$ cat config.mk
export PLATFORM = sky130hd
export DESIGN_NAME = led_pixel_color_stage
export DESIGN_NICKNAME = d
export VERILOG_FILES = /design/src/hdl/lpc_pkg.sv /design/src/hdl/lpc_hsv.sv /design/src/hdl/led_pixel_color_stage.sv
export SDC_FILE = /design/constraint.sdc
export NUM_CORES = 2
export LEC_CHECK = 0
export ABC_CLOCK_PERIOD_IN_PS = 10850
export BUFFER_PORTS_ARGS = -buffer_cell sky130_fd_sc_hd__buf_2
export CORE_AREA = 2 2 300 331
export CTS_BUF_LIST = sky130_fd_sc_hd__clkbuf_8
export DETAILED_ROUTE_END_ITERATION = 10
export DIE_AREA = 0 0 302 333
export PLACE_DENSITY_LB_ADDON = 0.25
export REMOVE_ABC_BUFFERS = 1
export SLEW_MARGIN = 10
export SYNTH_ARGS = -nofsm -noshare
export SYNTH_HDL_FRONTEND = slang
export SYNTH_HIERARCHICAL = 1
export SYNTH_SLANG_ARGS = --single-unit
$ cat constraint.sdc
create_clock -name i_clk -period 10.85 [get_ports i_clk]
set_clock_uncertainty 0.1 [all_clocks]
set_input_delay 1.085 -clock i_clk [delete_from_list [all_inputs] [get_ports i_clk]]
set_output_delay 1.085 -clock i_clk [all_outputs]
set_load 0.02 [all_outputs]
$ cat src/hdl/lpc_pkg.sv
// shared types, constants and helper functions of the led pixel color stage
`default_nettype none

package lpc_pkg;

    localparam int unsigned CHAN_W     = 8;
    localparam int unsigned SECTOR_W   = 3;
    localparam int unsigned HUE_SPAN   = 43;
    localparam int unsigned CHAN_MAX   = 255;
    localparam int unsigned HSV_STAGES = 3;

    // hue sector codes
    localparam logic [SECTOR_W-1:0] SEC_RED_YEL  = 3'd0;
    localparam logic [SECTOR_W-1:0] SEC_YEL_GRN  = 3'd1;
    localparam logic [SECTOR_W-1:0] SEC_GRN_CYN  = 3'd2;
    localparam logic [SECTOR_W-1:0] SEC_CYN_BLU  = 3'd3;
    localparam logic [SECTOR_W-1:0] SEC_BLU_MAG  = 3'd4;
    localparam logic [SECTOR_W-1:0] SEC_MAG_RED  = 3'd5;

    typedef struct packed {
        logic [CHAN_W-1:0] blu;
        logic [CHAN_W-1:0] grn;
        logic [CHAN_W-1:0] red;
    } t_rgb;

    // hue divided by the sector span, as a row of compares
    function automatic logic [SECTOR_W-1:0] hue_sector(input logic [CHAN_W-1:0] hue);
        logic [SECTOR_W-1:0] sec;
        sec = '0;
        for (int k = 1; k <= 5; k++) begin
            if (hue >= CHAN_W'(k * HUE_SPAN)) begin
                sec = SECTOR_W'(k);
            end
        end
        return sec;
    endfunction

    // first hue of a sector
    function automatic logic [CHAN_W-1:0] sector_base(input logic [SECTOR_W-1:0] sec);
        logic [CHAN_W-1:0] base;
        unique case (sec)
            SEC_RED_YEL: base = CHAN_W'(0);
            SEC_YEL_GRN: base = CHAN_W'(HUE_SPAN);
            SEC_GRN_CYN: base = CHAN_W'(2 * HUE_SPAN);
            SEC_CYN_BLU: base = CHAN_W'(3 * HUE_SPAN);
            SEC_BLU_MAG: base = CHAN_W'(4 * HUE_SPAN);
            default:     base = CHAN_W'(5 * HUE_SPAN);
        endcase
        return base;
    endfunction

endpackage

`default_nettype wire

$ cat src/hdl/lpc_hsv.sv
// three stage integer hsv to rgb converter for one hue
`default_nettype none

module lpc_hsv (
    input  wire logic                                  i_clk,
    input  wire logic [lpc_pkg::HSV_STAGES-1:0]        i_ce,
    input  wire logic [lpc_pkg::CHAN_W-1:0]            i_hue,
    input  wire logic [lpc_pkg::CHAN_W-1:0]            i_sat,
    input  wire logic [lpc_pkg::CHAN_W-1:0]            i_val,
    output      lpc_pkg::t_rgb                         o_rgb
);
    import lpc_pkg::*;

    localparam int unsigned PROD_W = 2 * CHAN_W;

    logic [SECTOR_W-1:0] n1_sec;
    logic [CHAN_W-1:0]   n1_off;
    logic [CHAN_W-1:0]   n1_frac;
    logic [PROD_W-1:0]   n2_sf, n2_st;
    logic [PROD_W-1:0]   n3_q, n3_t;

    logic [SECTOR_W-1:0] r1_sec, r2_sec, r3_sec;
    logic [CHAN_W-1:0]   r1_frac;
    logic [PROD_W-1:0]   r1_pv;
    logic [CHAN_W-1:0]   r1_sat, r1_val, r2_val, r3_val;
    logic [CHAN_W-1:0]   r2_sf, r2_st, r2_p;
    logic                r2_gray, r3_gray;
    logic [CHAN_W-1:0]   r3_p, r3_q, r3_t;

    // stage 1: sector, fraction times six, v*(255-s)
    always_comb begin
        n1_sec  = hue_sector(i_hue);
        n1_off  = i_hue - sector_base(n1_sec);
        n1_frac = (n1_off << 2) + (n1_off << 1);
    end

    always_ff @(posedge i_clk) begin
        if (i_ce[0]) begin
            r1_sec  <= n1_sec;
            r1_frac <= n1_frac;
            r1_pv   <= i_val * (CHAN_W'(CHAN_MAX) - i_sat);
            r1_sat  <= i_sat;
            r1_val  <= i_val;
        end
    end

    // stage 2: saturation times fraction and its complement
    always_comb begin
        n2_sf = r1_sat * r1_frac;
        n2_st = r1_sat * (CHAN_W'(CHAN_MAX) - r1_frac);
    end

    always_ff @(posedge i_clk) begin
        if (i_ce[1]) begin
            r2_sec  <= r1_sec;
            r2_sf   <= n2_sf[PROD_W-1:CHAN_W];
            r2_st   <= n2_st[PROD_W-1:CHAN_W];
            r2_p    <= r1_pv[PROD_W-1:CHAN_W];
            r2_val  <= r1_val;
            r2_gray <= (r1_sat == '0);
        end
    end

    // stage 3: falling and rising ramps
    always_comb begin
        n3_q = r2_val * (CHAN_W'(CHAN_MAX) - r2_sf);
        n3_t = r2_val * (CHAN_W'(CHAN_MAX) - r2_st);
    end

    always_ff @(posedge i_clk) begin
        if (i_ce[2]) begin
            r3_sec  <= r2_sec;
            r3_p    <= r2_p;
            r3_q    <= n3_q[PROD_W-1:CHAN_W];
            r3_t    <= n3_t[PROD_W-1:CHAN_W];
            r3_val  <= r2_val;
            r3_gray <= r2_gray;
        end
    end

    // pick channel order by sector, grey when saturation is zero
    always_comb begin
        if (r3_gray) begin
            o_rgb = '{blu: r3_val, grn: r3_val, red: r3_val};
        end else begin
            unique case (r3_sec)
                SEC_RED_YEL: o_rgb = '{blu: r3_p,   grn: r3_t,   red: r3_val};
                SEC_YEL_GRN: o_rgb = '{blu: r3_p,   grn: r3_val, red: r3_q};
                SEC_GRN_CYN: o_rgb = '{blu: r3_t,   grn: r3_val, red: r3_p};
                SEC_CYN_BLU: o_rgb = '{blu: r3_val, grn: r3_q,   red: r3_p};
                SEC_BLU_MAG: o_rgb = '{blu: r3_val, grn: r3_p,   red: r3_t};
                default:     o_rgb = '{blu: r3_q,   grn: r3_p,   red: r3_val};
            endcase
        end
    end

endmodule

`default_nettype wire

$ cat src/hdl/led_pixel_color_stage.sv
// top level of the led pixel color stage: hsv, blend and brightness pipeline
//
// One pixel request enters on the s_axis side and one scaled rgb request
// leaves on the m_axis side for each. s_axis_tuser is the pixel mode
// (0 static color passes through, 1 rainbow blend of two hues); s_axis_tdata
// carries the static color, the two hues, saturation, value, blend and
// brightness. m_axis_tdata carries red, green and blue.
// A new request is taken every cycle unless m_axis_tready stalls the pipeline.
// The six stages are: sector and v*(255-s), saturation products,
// ramp products, blend product, blend add, brightness product. Every stage has
// its own valid bit and advances when it is empty or when the stage after it
// advances, so a stalled receiver fills the bubbles first and only then drops
// s_axis_tready; nothing is lost or repeated.
// Reset (i_rst_n low, synchronous) clears all valid bits; the pipeline is
// empty and ready in the first cycle after reset.
`default_nettype none

module led_pixel_color_stage (
    input  wire logic        i_clk,
    input  wire logic        i_rst_n,
    input  wire logic        s_axis_tvalid,
    output      logic        s_axis_tready,
    // static_red, static_green, static_blue, hue_current, hue_previous,
    // saturation, value_level, blend, brightness
    input  wire logic [71:0] s_axis_tdata,
    // pixel_mode
    input  wire logic        s_axis_tuser,
    output      logic        m_axis_tvalid,
    input  wire logic        m_axis_tready,
    // out_red, out_green, out_blue
    output      logic [23:0] m_axis_tdata
);
    import lpc_pkg::*;

    localparam int unsigned STAGES = 6;
    localparam int unsigned DIFF_W = CHAN_W + 2;
    localparam int unsigned MIX_W  = CHAN_W + DIFF_W + 1;
    localparam int unsigned SCL_W  = 2 * CHAN_W + 1;

    // input fields
    t_rgb              in_static;
    logic [CHAN_W-1:0] in_hue_cur, in_hue_prev, in_sat, in_val, in_blend, in_bright;

    assign in_static   = '{blu: s_axis_tdata[23:16], grn: s_axis_tdata[15:8],
                           red: s_axis_tdata[7:0]};
    assign in_hue_cur  = s_axis_tdata[31:24];
    assign in_hue_prev = s_axis_tdata[39:32];
    assign in_sat      = s_axis_tdata[47:40];
    assign in_val      = s_axis_tdata[55:48];
    assign in_blend    = s_axis_tdata[63:56];
    assign in_bright   = s_axis_tdata[71:64];

    // stage valid bits and load enables
    logic [STAGES:1] r_vld;
    logic [STAGES:1] ce;

    always_comb begin
        ce[STAGES] = !r_vld[STAGES] || m_axis_tready;
        for (int k = STAGES - 1; k >= 1; k--) begin
            ce[k] = !r_vld[k] || ce[k+1];
        end
    end

    always_ff @(posedge i_clk) begin
        if (!i_rst_n) begin
            r_vld <= '0;
        end else begin
            if (ce[1]) begin
                r_vld[1] <= s_axis_tvalid;
            end
            for (int k = 2; k <= STAGES; k++) begin
                if (ce[k]) begin
                    r_vld[k] <= r_vld[k-1];
                end
            end
        end
    end

    assign s_axis_tready = ce[1];
    assign m_axis_tvalid = r_vld[STAGES];

    // stages 1 to 3: two hue converters
    t_rgb hsv_a, hsv_b;

    lpc_hsv u_hsv_cur (
        .i_clk (i_clk),
        .i_ce  (ce[HSV_STAGES:1]),
        .i_hue (in_hue_cur),
        .i_sat (in_sat),
        .i_val (in_val),
        .o_rgb (hsv_a)
    );

    lpc_hsv u_hsv_prev (
        .i_clk (i_clk),
        .i_ce  (ce[HSV_STAGES:1]),
        .i_hue (in_hue_prev),
        .i_sat (in_sat),
        .i_val (in_val),
        .o_rgb (hsv_b)
    );

    // side band travelling alongside the converters
    logic [HSV_STAGES:1]             r_mode;
    t_rgb                            r_static [HSV_STAGES:1];
    logic [CHAN_W-1:0]               r_blend  [HSV_STAGES:1];
    logic [CHAN_W-1:0]               r_bright [HSV_STAGES:1];

    always_ff @(posedge i_clk) begin
        if (ce[1]) begin
            r_mode[1]   <= s_axis_tuser;
            r_static[1] <= in_static;
            r_blend[1]  <= in_blend;
            r_bright[1] <= in_bright;
        end
        for (int k = 2; k <= HSV_STAGES; k++) begin
            if (ce[k]) begin
                r_mode[k]   <= r_mode[k-1];
                r_static[k] <= r_static[k-1];
                r_blend[k]  <= r_blend[k-1];
                r_bright[k] <= r_bright[k-1];
            end
        end
    end

    // stage 4: blend product x*(b-a+1)+1 per channel
    logic [CHAN_W-1:0]        a_ch [3];
    logic [CHAN_W-1:0]        b_ch [3];
    logic signed [DIFF_W-1:0] n4_diff [3];
    logic signed [MIX_W-1:0]  n4_prod [3];

    logic signed [MIX_W-1:0]  r4_prod [3];
    logic [CHAN_W-1:0]        r4_a    [3];
    logic                     r4_mode;
    t_rgb                     r4_static;
    logic [CHAN_W-1:0]        r4_bright;

    always_comb begin
        a_ch[0] = hsv_a.red;
        a_ch[1] = hsv_a.grn;
        a_ch[2] = hsv_a.blu;
        b_ch[0] = hsv_b.red;
        b_ch[1] = hsv_b.grn;
        b_ch[2] = hsv_b.blu;
        for (int c = 0; c < 3; c++) begin
            n4_diff[c] = $signed({2'b00, b_ch[c]}) - $signed({2'b00, a_ch[c]})
                         + $signed(DIFF_W'(1));
            n4_prod[c] = $signed({1'b0, r_blend[HSV_STAGES]}) * n4_diff[c]
                         + $signed(MIX_W'(1));
        end
    end

    always_ff @(posedge i_clk) begin
        if (ce[4]) begin
            for (int c = 0; c < 3; c++) begin
                r4_prod[c] <= n4_prod[c];
                r4_a[c]    <= a_ch[c];
            end
            r4_mode   <= r_mode[HSV_STAGES];
            r4_static <= r_static[HSV_STAGES];
            r4_bright <= r_bright[HSV_STAGES];
        end
    end

    // stage 5: floor shift, add and mode select
    logic [CHAN_W-1:0] n5_mix [3];
    logic [CHAN_W-1:0] r5_col [3];
    logic [CHAN_W-1:0] r5_bright;

    always_comb begin
        for (int c = 0; c < 3; c++) begin
            n5_mix[c] = r4_a[c] + r4_prod[c][2*CHAN_W-1:CHAN_W];
        end
    end

    always_ff @(posedge i_clk) begin
        if (ce[5]) begin
            if (r4_mode) begin
                for (int c = 0; c < 3; c++) begin
                    r5_col[c] <= n5_mix[c];
                end
            end else begin
                r5_col[0] <= r4_static.red;
                r5_col[1] <= r4_static.grn;
                r5_col[2] <= r4_static.blu;
            end
            r5_bright <= r4_bright;
        end
    end

    // stage 6: brightness scale y*c + y + 1
    logic [SCL_W-1:0]  n6_scl [3];
    logic [CHAN_W-1:0] r6_out [3];

    always_comb begin
        for (int c = 0; c < 3; c++) begin
            n6_scl[c] = r5_bright * r5_col[c] + SCL_W'(r5_bright) + SCL_W'(1);
        end
    end

    always_ff @(posedge i_clk) begin
        if (ce[6]) begin
            for (int c = 0; c < 3; c++) begin
                r6_out[c] <= n6_scl[c][2*CHAN_W-1:CHAN_W];
            end
        end
    end

    assign m_axis_tdata = {r6_out[2], r6_out[1], r6_out[0]};

endmodule

`default_nettype wire
### Word level (Yosys, flattened, before mapping)

Memory sizes are Yosys's and may differ from the RTL's. A register that Yosys moved wholly into a read port is not among the register bits.
Cells that the tools add are included.

| storage, ports and cells | value |
|---|---|
| register bits after elaboration | 182 |
| latch bits | 0 |
| RAM bits | 249 |
| memory bits (read-only) | 0 |
| word-level logic and storage cells | 168 |
| memories | 7 |

Memory list:

| memory | depth | bits a word | read ports | clocked after memory_dff | write ports | line | RTL |
|---|---|---|---|---|---|---|---|
| r_static | 3 | 24 | 3 | 1 | 3 | led_pixel_color_stage.sv:105 | `t_rgb r_static [HSV_STAGES:1];` |
| r4_prod | 3 | 19 | 3 | 0 | 3 | led_pixel_color_stage.sv:132 | `logic signed [MIX_W-1:0] r4_prod [3];` |
| r4_a | 3 | 8 | 3 | 0 | 3 | led_pixel_color_stage.sv:133 | `logic [CHAN_W-1:0] r4_a [3];` |
| r5_col | 3 | 8 | 3 | 0 | 3 | led_pixel_color_stage.sv:167 | `logic [CHAN_W-1:0] r5_col [3];` |
| r6_out | 3 | 8 | 3 | 0 | 3 | led_pixel_color_stage.sv:193 | `logic [CHAN_W-1:0] r6_out [3];` |
| r_blend | 3 | 8 | 3 | 0 | 3 | led_pixel_color_stage.sv:106 | `logic [CHAN_W-1:0] r_blend [HSV_STAGES:1];` |
| 1 more memories | n/a | n/a | n/a | n/a | n/a | n/a |  |

| operators by class | value |
|---|---|
| $add $sub $neg | 29 |
| $mul | 15 |
| divide/modulo/power cells | 0 |
| magnitude comparators | 10 |
| eq/ne operators | 16 |
| shifts and indexed selects | 0 |
| muxes and demuxes | 35 |
| bitwise operators | 3 |
| reductions and logical operators | 17 |

Operators by type and width:

| kind | count |
|---|---|
| case mux 24 bit (5 select lines) | 2 |
| multiplier 8 x 16 -> 16 bit | 7 |
| multiplier 8 x 8 -> 16 bit | 5 |
| case mux 7 bit (5 select lines) | 2 |
| subtractor 8 x 8 -> 9 bit (first input constant) | 7 |
| adder 19 x 2 -> 19 bit (second input constant) | 3 |
| multiplier 9 x 10 -> 19 bit | 3 |
| adder 16 x 1 -> 16 bit (second input constant) | 3 |
| adder 16 x 8 -> 16 bit | 3 |
| >= comparator 8 bit (second input constant) | 6 |
| two-way mux 24 bit | 2 |
| adder 8 bit | 5 |
| adder 9 x 2 -> 10 bit (second input constant) | 3 |
| subtractor 8 x 8 -> 9 bit | 3 |
| == test 3 x 2 -> 1 bit (second input constant) | 8 |
| two-way mux 3 bit | 8 |
| two-way mux 8 bit | 3 |
| two-way mux 1 bit | 18 |
| >= comparator 8 x 6 -> 1 bit (second input constant) | 2 |
| >= comparator 8 x 7 -> 1 bit (second input constant) | 2 |
| subtractor 7 bit | 2 |
| == test 3 x 1 -> 1 bit (second input constant) | 4 |
| == test 3 bit (second input constant) | 4 |
| logical NOT 3 bit | 4 |
| 4 further kinds | 16 |

### Depth between registers and ports, before layout

| depth | value |
|---|---|
| depth in word-level cells | 10 |
| depth in mapped cells | 33 |
| depth with buffers taken out | 30 |

### By module

The synthesis kept the hierarchy.

By module, submodules not included:

| module | instances | cells each | area an instance (um^2) | sequential area each (um^2) |
|---|---|---|---|---|
| led_pixel_color_stage | 1 | 2291 | 24498.5 | 7927.6 |
| lpc_hsv at u_hsv_prev | 1 | 1449 | 14347.5 | 3183.1 |
| lpc_hsv at u_hsv_cur | 1 | 1423 | 14177.3 | 3183.1 |

### Worst setup path after synthesis

Ideal clock, no wire load.

| timing | value |
|---|---|
| path kind | reg2reg |
| start | register u_hsv_cur.r3_sec[0] |
| end | memory r4_prod[0][34] (netlist bit), data pin |
| setup time | 0.269 ns |
| arrival time | 7.569 ns |
| path slack | 2.912 ns |
| cell stages (with the launch flop) | 30 |
| period minus slack after synthesis | 7.938 ns |
| cells stage by stage | edfxtp_1 -> clkbuf_1 -> clkbuf_1 -> xnor2_1 -> o21bai_1 -> nand2_1 -> o21ai_0 -> inv_1 -> ha_1 -> nor2b_1 -> o31a_1 -> o31ai_1 -> o2111ai_2 -> nor3_4 -> xor2_1 -> nand2_1 -> fa_1 -> inv_1 -> fa_1 -> fa_1 -> inv_1 -> fa_1 -> inv_1 -> ha_1 -> a2111oi_0 -> o311ai_1 -> a21oi_1 -> o21bai_1 -> a21oi_1 -> xor3_1 |

RTL lines:

| item | line | RTL |
|---|---|---|
| from (decl) | lpc_hsv.sv:22 | `logic [SECTOR_W-1:0] r1_sec, r2_sec, r3_sec;` |
| from (signal assigned) | lpc_hsv.sv:72 | `r3_sec <= r2_sec;` |
| to (decl) | led_pixel_color_stage.sv:132 |  |

==> run summary <==
The number of gates resized after CTS was 0. In the layout the commonest cells are 1,047 x sky130_fd_sc_hd__inv_1, 649 x sky130_fd_sc_hd__fa_1, 611 x sky130_fd_sc_hd__ha_1, 472 x sky130_fd_sc_hd__edfxtp_1, 371 x sky130_fd_sc_hd__nand2_1. Counting stages on the worst path, the most repeated cell is sky130_fd_sc_hd__fa_1. The clock input transition at the sequential cells of the worst setup and hold paths came out at 0.06 ns.

The first-pass GRT wire length is around 180,000 um. The detailed-route via count is roughly 35,000. The net count reported at finish is around 6,600. Hold repair after CTS inserted 0 buffers. The flow ran to the end, and the final reports show no timing, DRC or antenna violations. The maximum level of the CTS H-tree is 3. A synthesized cell averages a little over 10 um2. The number of iterations in the first detailed-routing pass came out at 8. In this run the critical register-to-register path is captured at r4_prod[0][34]$_DFFE_PP_. Synthesis inferred about 480 register bits. Headroom to the max-slew limit came out at 16.1%. The detailed-route DRC error count is 0. STA classifies the critical path endpoint as a flip-flop. The sequential area share after synthesis came out at a little over a quarter. The proportion of layout cells with a drive suffix above 1 is about 5.5%. The first-iteration detailed-routing DRC count came out at roughly 1,700. The slowest cell on the critical path is sky130_fd_sc_hd__edfxtp_1. The clock tree root buffer cell is sky130_fd_sc_hd__clkbuf_8. The leftover overflow at the end of global routing is 0. After detailed routing, the wire length on met1 is around 47,000 um. The met2 wirelength from detailed routing is between 50,000 and 60,000 um. Relative to the synthesized area, the layout overhead comes to 6.53%. The worst-path maximum fanout is 37. The share of flip-flops with an asynchronous set or reset after synthesis is 0%. The core region is roughly 97,000 um2.

The count of buffers inserted at the top-level ports is between 100 and 150. The TritonCTS sink count is approximately 480. The via count of the first global-routing pass is 36,600. The final critical-path share of the clock period came out at 83.1%. Entering global routing, the biggest net connects 73 pins. The type of the setup path with the least slack is reg -> reg. The total CTS buffers came out at 80. Setup repair after global routing left no endpoint under its margin. The number of fillers in the final layout came out at roughly 8,300. The initial antenna violation count came out at 2. The largest stage delay on the critical path came out at around 1.1 ns. The total negative setup slack is 0 ns. The most used flip-flop cell after synthesis is sky130_fd_sc_hd__edfxtp_1. Wires add up to around 110,000 um. The number of warnings printed during yosys synthesis came out at 6. Summing all placed instances gives a cell area of 54,800 um2.

The global placement routability congestion is roughly 0.88. The number of setup violations in the final report is 0. The mapped netlist covers approximately 53,000 um2.

The clock passes through at most 3 buffers. The vias per cell came out at roughly 5.3. The post-route minimum period is ~9 ns.

The mean routed wirelength per cell came out at about 16 um. The initialized floorplan defines 120 standard-cell rows. The synthesized netlist contains 89 unique library cells. The die height came out at between 300 and 400 um. 103 I/O pins were placed. The area of all placed cells without fillers came out at around 56,000 um2. The fmax is ~110 MHz. Once detailed placement completed, the half-perimeter wirelength came to between 80,000 and 90,000 um.

The cell count of the worst reg-to-reg path came out at 28. The number of flops mapped to enable cells by yosys is between 400 and 500. The transition time at the pin with the least slew margin came out at 1.26 ns.

The cell count after synthesis came out at slightly above 5,000. The data arrival time of the critical path came out at 9.35 ns. The met3 wire length came out at about 3800 um. The clock reaches the later pin of the worst-skew pair after approximately 0.7 ns. The die outline width is ~300 um. The max-cap violation count came out at 0.

The number of hold violations in the final report came to 0. STA classifies the critical path startpoint as a flip-flop. The count of final max-slew check failures is 0. The critical path ends at r4_prod[0][34]$_DFFE_PP_. At the worst endpoint, the required time is 11.19 ns. The number of placed cells counting well taps came out at between 6,000 and 7,000.

The library cell used most frequently in the layout, excluding fill and tap cells, is sky130_fd_sc_hd__inv_1. The uppermost layer routed is met4. The critical path starts at u_hsv_prev/r3_sec[1]$_DFFE_PP_.

The number of setup buffers added after CTS came out at 0. Setup slack on the worst reg-to-reg path comes out at between 1.5 and 2 ns. The total routing usage reported by global routing came out at about 22%.

The die footprint is roughly 100,000 um2. The class of the tightest hold or removal check is reg -> reg. The CTS tree is yes. Once the floorplan was initialized, standard cells occupied 54.6% of the core.

The count of nets left with antenna violations after detail routing came out at 0. Once layout is complete, the cells apart from fillers number 6,580. The startpoint identified for the worst register-to-register timing path is u_hsv_prev/r3_sec[1]$_DFFE_PP_.
## worst min-delay path by stage
stage                                end  cells past startpoint                 startpoint  slack [ns]
2_1_floorplan     r4_bright[0]$_DFFE_PP_                      0   r_bright[3][0]$_DFFE_PP_        0.30
3_3_place_gp   r_static[3][21]$_DFFE_PP_                      0  r_static[2][21]$_DFFE_PP_        0.30
3_5_place_dp      r4_bright[2]$_DFFE_PP_                      0   r_bright[3][2]$_DFFE_PP_        0.30
4_1_cts           r5_bright[0]$_DFFE_PN_                      0     r4_bright[0]$_DFFE_PP_        0.29
5_1_grt           r5_bright[0]$_DFFE_PN_                      0     r4_bright[0]$_DFFE_PP_        0.30
6_report          r5_bright[0]$_DFFE_PN_                      0     r4_bright[0]$_DFFE_PP_        0.28
## worst max-delay path, delay by kind of cell (launching register included)
| family | cells | cell delay, ns |
|---|---|---|
| buffers and inverters | 4 | 0.26 |
| AND/OR/NAND/NOR | 5 | 1.13 |
| flip-flops | 1 | 1.05 |
| adder cells (fa/ha/maj) | 6 | 2.69 |
| AO/OA/AOI/OAI | 11 | 2.65 |
| XOR/XNOR | 2 | 0.87 |
## metrics by stage
| step | hold slack (ns) | utilization (%) | setup slack, ns |
|---|---|---|---|
| 6_report | 0.284 | 58.1 | 1.84 |
| 3_3_place_gp | 0.301 | 56.4 | 2.06 |
| 3_5_place_dp | 0.305 | 56.4 | 1.85 |
| 2_1_floorplan | 0.300 | - | 2.89 |
| 5_1_grt | 0.301 | 58.1 | 1.11 |
| 4_1_cts | 0.286 | 58.1 | 1.80 |
## flip-flops by register name, summed over array words and instances (netlist names), 24 cells and up
register and count:
r_static 72, r4_a 24, r4_prod 24, r4_static 24, r5_col 24, r6_out 24, r_blend 24, r_bright 24
## layer usage
metal,vias up,GRT usage (%)
li1,16700,-
met1,17300,28.6
met5,-,0
met3,175,2.58
met2,616,39.7
met4,0,6.51
## cell usage after synthesis (14+ instances only)
cell / number / area (um2)
sky130_fd_sc_hd__ha_1: 611 / 7640
sky130_fd_sc_hd__nand3_1: 26 / 130
sky130_fd_sc_hd__nand2b_1: 244 / 1530
sky130_fd_sc_hd__o21bai_1: 27 / 203
sky130_fd_sc_hd__and3_1: 14 / 87.6
sky130_fd_sc_hd__fa_1: 649 / 13000
sky130_fd_sc_hd__a21oi_1: 184 / 921
sky130_fd_sc_hd__a222oi_1: 15 / 150
sky130_fd_sc_hd__o21ai_0: 105 / 526
sky130_fd_sc_hd__o21a_1: 25 / 188
sky130_fd_sc_hd__and2_1: 269 / 1680
sky130_fd_sc_hd__clkbuf_1: 130 / 488
sky130_fd_sc_hd__o22ai_1: 21 / 131
sky130_fd_sc_hd__nor2_1: 166 / 623
sky130_fd_sc_hd__xor2_1: 84 / 736
sky130_fd_sc_hd__nand2_1: 373 / 1400
sky130_fd_sc_hd__nor3b_1: 16 / 120
sky130_fd_sc_hd__nor3_1: 19 / 95.1
sky130_fd_sc_hd__edfxtp_1: 472 / 14200
sky130_fd_sc_hd__a22oi_1: 18 / 135
sky130_fd_sc_hd__a21o_1: 40 / 300
sky130_fd_sc_hd__mux2i_1: 18 / 180
sky130_fd_sc_hd__inv_1: 1025 / 3850
sky130_fd_sc_hd__xnor2_1: 136 / 1190
sky130_fd_sc_hd__nor2b_1: 274 / 1710
## cell families (layout without fill, tap and decap cells)
| logic type | count (synthesis) | in the layout | share of synthesized area (%) |
|---|---|---|---|
| mux | 18 | 18 | 0.340 |
| flops | 478 | 478 | 27.0 |
| simple gates | 1481 | 1481 | 15.1 |
| buf+inv | 1162 | 1296 | 8.23 |
| other cells | 0 | 2 | 0 |
| compound gates | 540 | 540 | 6.67 |
| fa+ha+maj | 1260 | 1260 | 38.9 |
| xor+xnor | 224 | 224 | 3.81 |
## cell type report
class | count | area, um2 | share of cell area [%]
clock buffers | 80 | 1100 | 1.95
clock inverters | 67 | 564 | 0.999
repair buffers | 124 | 676 | 1.20
flip-flops and latches | 478 | 14300 | 25.3
diodes | 2 | 5.00 | 0.00886
inverters | 1025 | 3850 | 6.82
well taps | 1281 | 1600 | 2.84
multi-input cells | 3523 | 34400 | 60.9
Power is not shown: default switching activity piles up to over one toggle a cycle in this logic, so the estimate is an artifact.
